## config.mk

```make
export PLATFORM = sky130hd
export DESIGN_NAME = rha_ctrl
export DESIGN_NICKNAME = d
export VERILOG_FILES = /design/src/sv/rha_pkg.sv /design/src/sv/rha_ctrl.sv
export SDC_FILE = /design/constraint.sdc
export NUM_CORES = 1
export LEC_CHECK = 0
export ABC_AREA = 1
export ABC_CLOCK_PERIOD_IN_PS = 950
export BUFFER_PORTS_ARGS = -buffer_cell sky130_fd_sc_hd__buf_4
export CAP_MARGIN = 5
export CELL_PAD_IN_SITES_DETAIL_PLACEMENT = 0
export CELL_PAD_IN_SITES_GLOBAL_PLACEMENT = 2
export CORE_MARGIN = 1
export CORE_UTILIZATION = 16
export DETAILED_ROUTE_END_ITERATION = 8
export GPL_TIMING_DRIVEN = 0
export HOLD_SLACK_MARGIN = 0.05
export PLACE_DENSITY_LB_ADDON = 0.1
export SLEW_MARGIN = 5
export SYNTH_ARGS = -nofsm -noshare
export SYNTH_HDL_FRONTEND = slang
export SYNTH_SLANG_ARGS = --single-unit
```

## constraint.sdc

```tcl
create_clock -name clk -period 0.95 [get_ports clk]
set_input_delay 0.095 -clock clk [delete_from_list [all_inputs] [get_ports clk]]
set_output_delay 0.095 -clock clk [all_outputs]
set_load 0.02 [all_outputs]
```

## src/sv/rha_pkg.sv

```systemverilog
// Shared constants and types for the RGB histogram accumulator.
`default_nettype none

package rha_pkg;

    localparam int BIN_COUNT  = 256;
    localparam int COUNT_BITS = 32;
    localparam int IDX_BITS   = $clog2(BIN_COUNT);
    localparam int OUT_BITS   = 32;

    localparam logic [COUNT_BITS-1:0] COUNT_MAX = '1;
    localparam logic [OUT_BITS-1:0]   OUT_MAX   = '1;

    typedef enum logic [1:0] {
        CMD_PIXEL = 2'd0,
        CMD_READ  = 2'd1,
        CMD_CLEAR = 2'd2
    } cmd_t;

    typedef enum logic [1:0] {
        CH_RED   = 2'd0,
        CH_GREEN = 2'd1,
        CH_BLUE  = 2'd2
    } chan_t;

    // controller -> datapath
    typedef struct packed {
        logic load;     // capture request fields
        logic fetch;    // read the three stores
        logic update;   // write back incremented counts
        logic wipe;     // zero one bin of each store, sweep address advances
        logic reply;    // drive result this cycle
    } ctrl_cmd_t;

    // datapath -> controller
    typedef struct packed {
        logic item_read;
        logic wipe_last;    // sweep is on the last bin
    } dp_status_t;

endpackage

`default_nettype wire

```

## src/sv/rha_ctrl.sv

```systemverilog
// Sequencing state machine for the RGB histogram accumulator.
`default_nettype none

module rha_ctrl (
    input  wire logic                clk,
    input  wire logic                rst_n,
    input  wire logic                start,
    input  wire logic [1:0]          cmd,
    input  wire rha_pkg::dp_status_t status,
    output rha_pkg::ctrl_cmd_t       ctl,
    output logic                     busy
);

    typedef enum logic [2:0] {
        S_IDLE,
        S_FETCH,
        S_UPDATE,
        S_REPLY,
        S_WIPE
    } state_t;

    state_t state_reg;
    state_t state_next;
    logic   busy_reg;

    always_comb
    begin
        state_next = state_reg;
        case (state_reg)
            S_IDLE:
            begin
                if (start)
                begin
                    case (cmd)
                        rha_pkg::CMD_PIXEL: state_next = S_FETCH;
                        rha_pkg::CMD_READ:  state_next = S_FETCH;
                        rha_pkg::CMD_CLEAR: state_next = S_WIPE;
                        default:            state_next = S_IDLE;
                    endcase
                end
            end
            S_FETCH:  state_next = status.item_read ? S_REPLY : S_UPDATE;
            S_UPDATE: state_next = S_IDLE;
            S_REPLY:  state_next = S_IDLE;
            S_WIPE:   state_next = status.wipe_last ? S_IDLE : S_WIPE;
            default:  state_next = S_IDLE;
        endcase
    end

    always_comb
    begin
        ctl        = '0;
        ctl.load   = (state_reg == S_IDLE) && start;
        ctl.fetch  = (state_reg == S_FETCH);
        ctl.update = (state_reg == S_UPDATE);
        ctl.reply  = (state_reg == S_REPLY);
        ctl.wipe   = (state_reg == S_WIPE);
    end

    // reset starts a clearing sweep of the stores
    always_ff @(posedge clk or negedge rst_n)
    begin
        if (!rst_n)
        begin
            state_reg <= S_WIPE;
            busy_reg  <= 1'b1;
        end
        else
        begin
            state_reg <= state_next;
            busy_reg  <= (state_next != S_IDLE);
        end
    end

    assign busy = busy_reg;

endmodule

`default_nettype wire

```

[Yosys cells after proc, flatten, opt, wreduce, memory -nomap -nowiden]
Cells that the tools add are included.
Word-level totals
  word-level logic and storage cells: 18
  flip-flop bits (word level): 4
Cells by class
  mux-type cells: 5
  reductions and logical operators: 5
  equality and inequality tests: 6
Operators with widths (count)
  3-bit one-hot mux with 3 select lines: 1
  3-bit by 2-bit == test with 1-bit output, second input constant: 2
  3-bit 2-to-1 mux: 2
  3-bit one-hot mux with 2 select lines: 1
  3-bit by 1-bit == test with 1-bit output, second input constant: 1
  3-bit == test, second input constant: 1
  3-bit zero test: 1
  3-bit nonzero test: 1
  2-bit by 1-bit == test with 1-bit output, second input constant: 1
  2-bit == test, second input constant: 1
  2-bit zero test: 1
  2-bit OR reduction: 1
  1-bit logical AND: 1
  1-bit 2-to-1 mux: 1

[Longest topological paths before layout]
Gate-level depths: netlist (run 1).
  depth after elaboration: 6
  mapped depth: 6

[Worst setup path after synthesis (run 1)]
No wires, ideal clock.
  kind: register -> register
  start: register state_reg[1]
  end: register busy_reg (netlist: busy)
  path slack: -246 ps
  library setup time: 61 ps
  period minus slack after synthesis: 1196 ps
  stages on the path, launching flop included: 4
  data arrival time: 1135 ps
  data required time: 889 ps
  cells stage by stage: dfrtp_1 -> nor3_1 -> nor2_1 -> nand2_1
RTL lines
  start, declared: line rha_ctrl.sv:22  | state_t state_reg;
  start signal, assigned: line rha_ctrl.sv:70  | state_reg <= state_next;
  end signal, assigned: line rha_ctrl.sv:71  | busy_reg <= (state_next != S_IDLE);
  end, declared: line rha_ctrl.sv:24  | logic busy_reg;

==> qor.yml, run 1 <==
status: "complete, but fails checks"
failed_checks: "setup timing"
num_io_pins: 13
dieArea_um2: 1510
cp_slowest_cell: "dfrtp_2"
path_delay_family: "flip-flops"
crit_type: "register to output pin"
synth_mux_area_share_pct: 0
clkLatencyLatePin_ns: 0.24
critPathMaxFanout: 5
start_kind: "register"
power_density_nw_per_um2: 2380
gp_congestion: 0.663
largest_reg_flops: 3
cp_cell_sequence: "inv_2, nor3_2, buf_4"
synth_area_per_cell_um2: 7.26
crit_buf_inv: 2
nNetsFinal: 57
route.detailed.drc: 0
drive_above_1_share_pct: 69.4
yosys_register_bits: 4
final_hold_viol_count: 0
cts_tree: "built"
clockBufferDepth: 2
numCtsBuffers: 3
worst_pin_slew_ns: 0.167
wl_per_cell_um: 9.00
synthAdderAreaFrac_pct: 0
skew_ns: 0.0105
cts.sinks: 4
finalCritPeriodShare_pct: 124
wirelength_um: 567
synth-xor-area-share_pct: 0
dp_slack_ns: -0.135
die_w_um: 38.9
numPortBuffers: 12
drt.antenna.violating_nets: 0
seq_area_um2: 105
maxCapViolCount: 0
use_met1_pct: 9.31
placedInstanceArea_um2: 343
grtUsageMet3_pct: 6.94
leakage_nw: 0.216
cts.clk_slew.worst_paths_ns: 0.04
drtIter0Drc: 2
core_um2: 1190
synth_area_um2: 218
via_per_inst: 3.84
gr-usage-all-layers_pct: 10.6
multi_input_area_um2: 128
hold_class: "input pin to register"
endpoint_kind: "output pin"
antenna_cells: 0
synth_top_family_by_area: "simple AND/OR/NAND/NOR gates"
dr.pass1.iters: 2
max_freq_mhz: 848
yosys_warnings: 0
die_h_um: 38.9
start_util_pct: 18.4
syn_inst: 30
fin_ws_ns: -0.230
setup_viol: 7
synth_compound_gate_area_share_pct: 0
worstPathArrival_ns: 1.08
top_usage_layer: "met2"
fp-row-count: 12
min_period_ns: 1.18
whs_ns: 0.120
critPathMaxStageDelay_ns: 0.44
grt_max_degree: 6
fillCellCount: 131
ctsRootBufferMaster: "clkbuf_4"
fin_area_um2: 439
antenna_found_initial: 0
grt_first_pass_wirelength_um: 959
gr-total-overflow: 0
synth.distinct_cells: 10
syn_nets: 37
final_common_cell: "buf_4"
mostFrequentLayoutCells: "buf_4 (9), buf_6 (5), nor2_1 (4)"
grt_pass1_vias: 258
drv_slew: 0
htree_levels: 1
synth.yosys.seq_area_share_pct: 47.1
slew_headroom_pct: 88.8
worstPathRequired_ns: 0.85
hpwl_um: 440
area_growth_syn_to_layout_pct: 102
rsz0062_at_grt: "yes"
layout.cells.non_filler: 63
grt_use_met2_pct: 15.8
dp_cells: 56
vdd_drop_max_v: 0.000902
yosys.area_share.simple_pct: 40.8
num_vias: 242
metrics by stage:
stage | utilization [%] | total power (W) | TNS, ns
finish | 37.0 | 0.00105 | -1.24
global route | 37.0 | 0.00113 | -1.72
detailed placement | 28.9 | 0.000680 | -0.437
CTS | 37.0 | 0.00107 | -1.41
floorplan | - | 0.000526 | -0.0782
global placement | 28.9 | 0.000679 | -0.420
Yosys cell counts (all sizes together):
| cell | count | share of area (%) |
|---|---|---|
| dfstp | 2 | 24 |
| nor2 | 7 | 13 |
| nand3 | 3 | 6.9 |
| nand2 | 4 | 6.9 |
| nor3 | 5 | 14 |
| dfrtp | 2 | 23 |
| inv | 7 | 12 |
tightest hold or removal path, stage by stage:
cell,delay (ns)
buf_4,0.08
nand3_1,0.07
nand2_1,0.08
final timing paths:
path,start,endpoint,slack (ns),depth (start not counted)
worst max-delay path,state_reg[1],ctl[2],-0.23,3
worst min-delay path,status[1],state_reg[0],0.12,3
worst max register to register,state_reg[2],busy,-0.11,6
worst min register to register,state_reg[1],state_reg[1],0.55,1
max in group asynchronous,rst_n,busy,0.56,2
min in group asynchronous,rst_n,state_reg[0],0.19,2
what timing repair did:
action | in CTS | in global routing
buffers inserted | 2 | 0
hold buffers | 1 | 0
endpoints found under the hold margin | 4 | 0
gates resized for setup | 14 | 0
setup endpoints to repair | 9 | 9
pin swaps | 3 | 0
per-layer routing:
layer,up-vias,share of wire [%]
li1,129,-
met1,102,41
met2,11,52
met3,0,6.9
met4,0,0
met5,-,0
cell type report:
type,instances,share of cell area (%)
flip-flops and latches,4,23.9
multi-input cells,19,29.1
well taps,14,3.99
clock buffers,4,5.98
repair buffers,15,30.5
inverters,7,6.55
power by group:
| group | switching, W | internal, W |
|---|---|---|
| clock network | 0.0000779 | 0.000158 |
| registers | 0.0000675 | 0.000244 |
| logic | 0.000261 | 0.000239 |
| total | 0.000406 | 0.000641 |
cells by family after synthesis:
kind of cell / after synthesis
buffers and inverters: 7
DFF: 4
and+or+nand+nor: 19
Note: power is estimated with default switching activity, not from simulation.
==> inputs of run 2 (changes only) <==
==> constraint.sdc (replaced) <==
create_clock -name clk -period 0.95 [get_ports clk]
set_input_delay 0 -clock clk [delete_from_list [all_inputs] [get_ports clk]]
set_output_delay 0 -clock clk [all_outputs]
set_load 0.02 [all_outputs]
==> qor.yml, run 2 (same netlist as run 1, synthesis figures left out) <==
wirelength_um: 497
critPathMaxFanout: 4
pwr-share-seq_pct: 30.5
rsz0062_at_grt: "yes"
min_period_ns: 1.10
worst_pin_slew_ns: 0.174
gr-total-overflow: 0
die_w_um: 38.9
nNetsFinal: 58
dieArea_um2: 1510
numPortBuffers: 12
gp_congestion: 0.709
antenna_found_initial: 0
cts.sinks: 4
via_per_inst: 3.75
route.detailed.drc: 0
area_growth_syn_to_layout_pct: 101
die_h_um: 38.9
num_io_pins: 13
clockBufferDepth: 2
seq_area_um2: 105
whs_ns: 0.0582
drv_slew: 0
maxCapViolCount: 0
skew_ns: 0.00574
leakage_nw: 0.223
hold_class: "input pin to register"
dr.pass1.iters: 2
p_clk_share_pct: 22.5
grt_first_pass_wirelength_um: 807
multi_input_area_um2: 118
final_common_cell: "buf_4"
critPathMaxStageDelay_ns: 0.55
gr-usage-all-layers_pct: 8.52
setup_viol: 8
cts_tree: "built"
start_kind: "register"
wl_per_cell_um: 7.77
htree_levels: 1
drt.antenna.violating_nets: 0
comb_power_share_pct: 47.1
sw_frac_of_total_pct: 37.7
mostFrequentLayoutCells: "buf_4 (12), inv_1 (4), nor2_1 (4)"
finalCritPeriodShare_pct: 115
cts.clk_slew.worst_paths_ns: 0.04
grt_pass1_vias: 232
worstPathArrival_ns: 1.10
drtIter0Drc: 2
worstPathRequired_ns: 0.95
failed_checks: "setup timing"
cp_cell_sequence: "inv_2, nand3_2, inv_1, buf_4"
crit_type: "register to output pin"
fillCellCount: 121
hpwl_um: 404
largest_reg_flops: 3
slew_headroom_pct: 88.4
p_total_w: 0.00101
cp_slowest_cell: "dfstp_2"
fp-row-count: 12
clkLatencyLatePin_ns: 0.23
core_um2: 1190
numCtsBuffers: 3
fin_ws_ns: -0.146
p_sw_w: 0.000380
status: "complete, but fails checks"
internal_power_w: 0.000627
start_util_pct: 18.4
num_vias: 240
drive_above_1_share_pct: 62.0
grt_max_degree: 6
endpoint_kind: "output pin"
final_hold_viol_count: 0
antenna_cells: 0
power_density_nw_per_um2: 2310
ctsRootBufferMaster: "clkbuf_4"
max_freq_mhz: 912
vdd_drop_max_v: 0.000797
run 2: path summary, 6_finish.rpt:
| check | startpoint | to | slack (ns) | cells past startpoint |
|---|---|---|---|---|
| max in group asynchronous | rst_n | busy | 0.66 | 2 |
| min in group asynchronous | rst_n | state_reg[0] | 0.09 | 2 |
| min reg2reg | state_reg[1] | state_reg[1] | 0.55 | 1 |
| min | cmd[1] | state_reg[0] | 0.06 | 4 |
| max | state_reg[2] | ctl[4] | -0.15 | 4 |
| max reg2reg | state_reg[2] | busy | -0.12 | 6 |
run 2: cell type report:
class	count	share of cell area, %
clock buffer	4	6.02
inverter	7	6.59
multi-input combinational	19	26.9
sequential	4	24.1
tap	14	4.01
timing repair buffer	16	32.4
run 2: worst max-delay path: cells and delay by family, from the launching register on:
family,cells,cell delay [ns]
flip-flops,1,0.55
buffers and inverters,3,0.24
AND/OR/NAND/NOR,1,0.07
run 2: routing by layer:
metal | wire length [um] | GRT usage, % | up-vias
met2 | 261 | 12.5 | 6
met1 | 206 | 9.15 | 101
met3 | 29 | 1.73 | 0
met5 | 0 | 0 | -
li1 | - | - | 133
met4 | 0 | 10.3 | 0
run 2: power groups by stage:
stage	clock [W]	combinational [W]	sequential, W
after detailed placement	0	0.000386	0.000297
final	0.000226	0.000474	0.000307
after floorplan	0	0.000213	0.000317
after global routing	0.000259	0.000524	0.000316
after global placement	0	0.000386	0.000297
after CTS	0.000239	0.000455	0.000294
run 2: repair_timing:
| action | 4_1_cts | 5_1_grt |
|---|---|---|
| hold endpoints to repair | 5 | 0 |
| hold buffers | 2 | 0 |
| buffers inserted | 2 | 0 |
| endpoints found under the setup margin | 8 | 8 |
| pin swaps | 0 | 2 |
| resized for setup | 3 | 5 |
run 2: metrics by stage:
step                      instance area, um2  setup WS [ns]  setup TNS (ns)  util, %  cells
after global routing                     437         -0.214           -1.32     36.8     64
final                                    437         -0.146          -0.794     36.8     64
after CTS                                423         -0.159          -0.926     35.7     64
after detailed placement                 342         -0.123          -0.202     28.8     56
after global placement                   342         -0.134          -0.229     28.8     56
after floorplan                          234        -0.0313         -0.0683        -     30
==> inputs of run 3 (changes only) <==
--- a/config.mk
+++ b/config.mk
@@ -6,17 +6,18 @@
 export NUM_CORES = 1
 export LEC_CHECK = 0
 export ABC_AREA = 1
-export ABC_CLOCK_PERIOD_IN_PS = 950
+export ABC_CLOCK_PERIOD_IN_PS = 1350
 export BUFFER_PORTS_ARGS = -buffer_cell sky130_fd_sc_hd__buf_4
 export CAP_MARGIN = 5
 export CELL_PAD_IN_SITES_DETAIL_PLACEMENT = 0
 export CELL_PAD_IN_SITES_GLOBAL_PLACEMENT = 2
-export CORE_MARGIN = 1
-export CORE_UTILIZATION = 16
+export CORE_AREA = 2 2 39 41
 export DETAILED_ROUTE_END_ITERATION = 8
+export DIE_AREA = 0 0 41 43
 export GPL_TIMING_DRIVEN = 0
 export HOLD_SLACK_MARGIN = 0.05
 export PLACE_DENSITY_LB_ADDON = 0.1
+export RECOVER_POWER = 50
 export SLEW_MARGIN = 5
 export SYNTH_ARGS = -nofsm -noshare
 export SYNTH_HDL_FRONTEND = slang
==> constraint.sdc (replaced) <==
create_clock -name clk -period 1.35 [get_ports clk]
set_input_delay 0 -clock clk [delete_from_list [all_inputs] [get_ports clk]]
set_output_delay 0 -clock clk [all_outputs]
set_load 0.02 [all_outputs]
==> qor.yml, run 3 (same netlist as run 1, synthesis figures left out) <==
nNetsFinal: 57
crit_type: "register to output pin"
cp_slowest_cell: "dfstp_2"
drt.antenna.violating_nets: 0
min_period_ns: 1.20
p_clk_share_pct: 27.1
wl_per_cell_um: 8.06
gr-usage-all-layers_pct: 8.26
clockBufferDepth: 2
drtIter0Drc: 2
internal_power_w: 0.000375
setup_viol: 0
mostFrequentLayoutCells: "buf_4 (10), nor2_1 (6), inv_1 (5)"
core_um2: 1380
finalCritPeriodShare_pct: 88.6
die_h_um: 43
clkLatencyLatePin_ns: 0.24
die_w_um: 41
gr-total-overflow: 0
ctsRootBufferMaster: "clkbuf_4"
antenna_found_initial: 0
cts.sinks: 4
critPathMaxStageDelay_ns: 0.57
route.detailed.drc: 0
critPathMaxFanout: 6
pwr-share-seq_pct: 32.6
numCtsBuffers: 3
final_hold_viol_count: 0
power_density_nw_per_um2: 1630
status: "complete, no violations"
grt_first_pass_wirelength_um: 903
p_total_w: 0.000612
dieArea_um2: 1760
rsz0062_at_grt: "no"
maxCapViolCount: 0
worst_pin_slew_ns: 0.229
start_util_pct: 15.7
worstPathArrival_ns: 1.20
postCtsSetupBuffers: 0
leakage_nw: 0.202
num_vias: 243
cts_tree: "built"
numPortBuffers: 12
area_growth_syn_to_layout_pct: 73.0
fillCellCount: 153
vdd_drop_max_v: 0.000627
cpMostUsedCell: "inv_1"
drv_slew: 0
num_io_pins: 13
wirelength_um: 524
sw_frac_of_total_pct: 38.7
drive_above_1_share_pct: 38.8
hold_class: "input pin to register"
cp_cell_sequence: "inv_1, nand3_1, inv_1, buf_4"
via_per_inst: 3.74
max_freq_mhz: 836
start_kind: "register"
cts.clk_slew.worst_paths_ns: 0.04
timing.setup.tns_ns: 0
grt_max_degree: 7
p_sw_w: 0.000237
comb_power_share_pct: 40.3
slew_headroom_pct: 84.6
worstPathRequired_ns: 1.35
dr.pass1.iters: 2
antenna_cells: 0
endpoint_kind: "output pin"
grt_pass1_vias: 221
final_common_cell: "buf_4"
gp_congestion: 0.598
fp-row-count: 14
largest_reg_flops: 3
hpwl_um: 428
skew_ns: 0.00941
htree_levels: 1
## run 3: cell count changes in the layout (fill, tap and decap cells not counted), moves of 2 or more
cell      previous run  this run
dfrtp_1              0         2
buf_4               12        10
dfrtp_2              2         0
nor2_1               4         6
clkbuf_1             1         3
## run 3: stage by stage
step	utilization [%]	std cells	area (um2)	hold WS (ns)	worst slack (ns)
6_report	27.2	65	377	0.0541	0.154
5_1_grt	27.2	65	377	0.0942	0.0663
4_1_cts	27.8	65	384	0.0542	0.163
3_5_place_dp	23.7	58	328	-0.203	0.312
3_3_place_gp	23.7	58	328	-0.204	0.315
2_1_floorplan	-	30	218	-0.296	0.154
## run 3: critical path, delay by kind of cell (launching register included)
| kind | cells | cell delay [ns] |
|---|---|---|
| and+or+nand+nor | 1 | 0.11 |
| DFF | 1 | 0.57 |
| buffers and inverters | 3 | 0.29 |
## run 3: metal layers
| metal | track usage [%] | routed length [um] |
|---|---|---|
| met4 | 2.00 | 0 |
| met2 | 8.75 | 233 |
| met3 | 7.85 | 51 |
| met5 | 0 | 0 |
| met1 | 11.7 | 239 |
## run 3: worst paths after layout
kind / start / to / slack (ns) / cells after the start
setup / recovery: state_reg[2] / ctl[4] / 0.15 / 4
min in group asynchronous: rst_n / state_reg[0] / 0.11 / 2
max in group asynchronous: rst_n / state_reg[2] / 0.99 / 2
hold / removal: cmd[1] / state_reg[0] / 0.05 / 4
hold reg to reg: state_reg[1] / state_reg[1] / 0.52 / 1
setup reg to reg: state_reg[2] / busy / 0.30 / 5
## run 3: repair_timing
item,CTS,global route
hold endpoints to repair,6,0
hold buffers,3,0
gates resized for setup,0,0
endpoints found under the setup margin,0,0
## run 3: area by class of cell
type	instances	area, um2	area share [%]
Sequential cell	4	103	27.2
Multi-Input combinational cell	19	88.8	23.6
Tap cell	16	20.0	5.32
Timing Repair Buffer	15	113	29.9
Inverter	7	26.3	6.98
Clock buffer	4	26.3	6.98
## run 3: power groups by stage
stage,Clock (W),Combinational (W),Sequential (W)
floorplan,0,0.000136,0.000216
global placement,0,0.000259,0.000202
detailed placement,0,0.000259,0.000203
CTS,0.000177,0.000266,0.000202
global route,0.000188,0.000278,0.000212
finish,0.000166,0.000247,0.000200
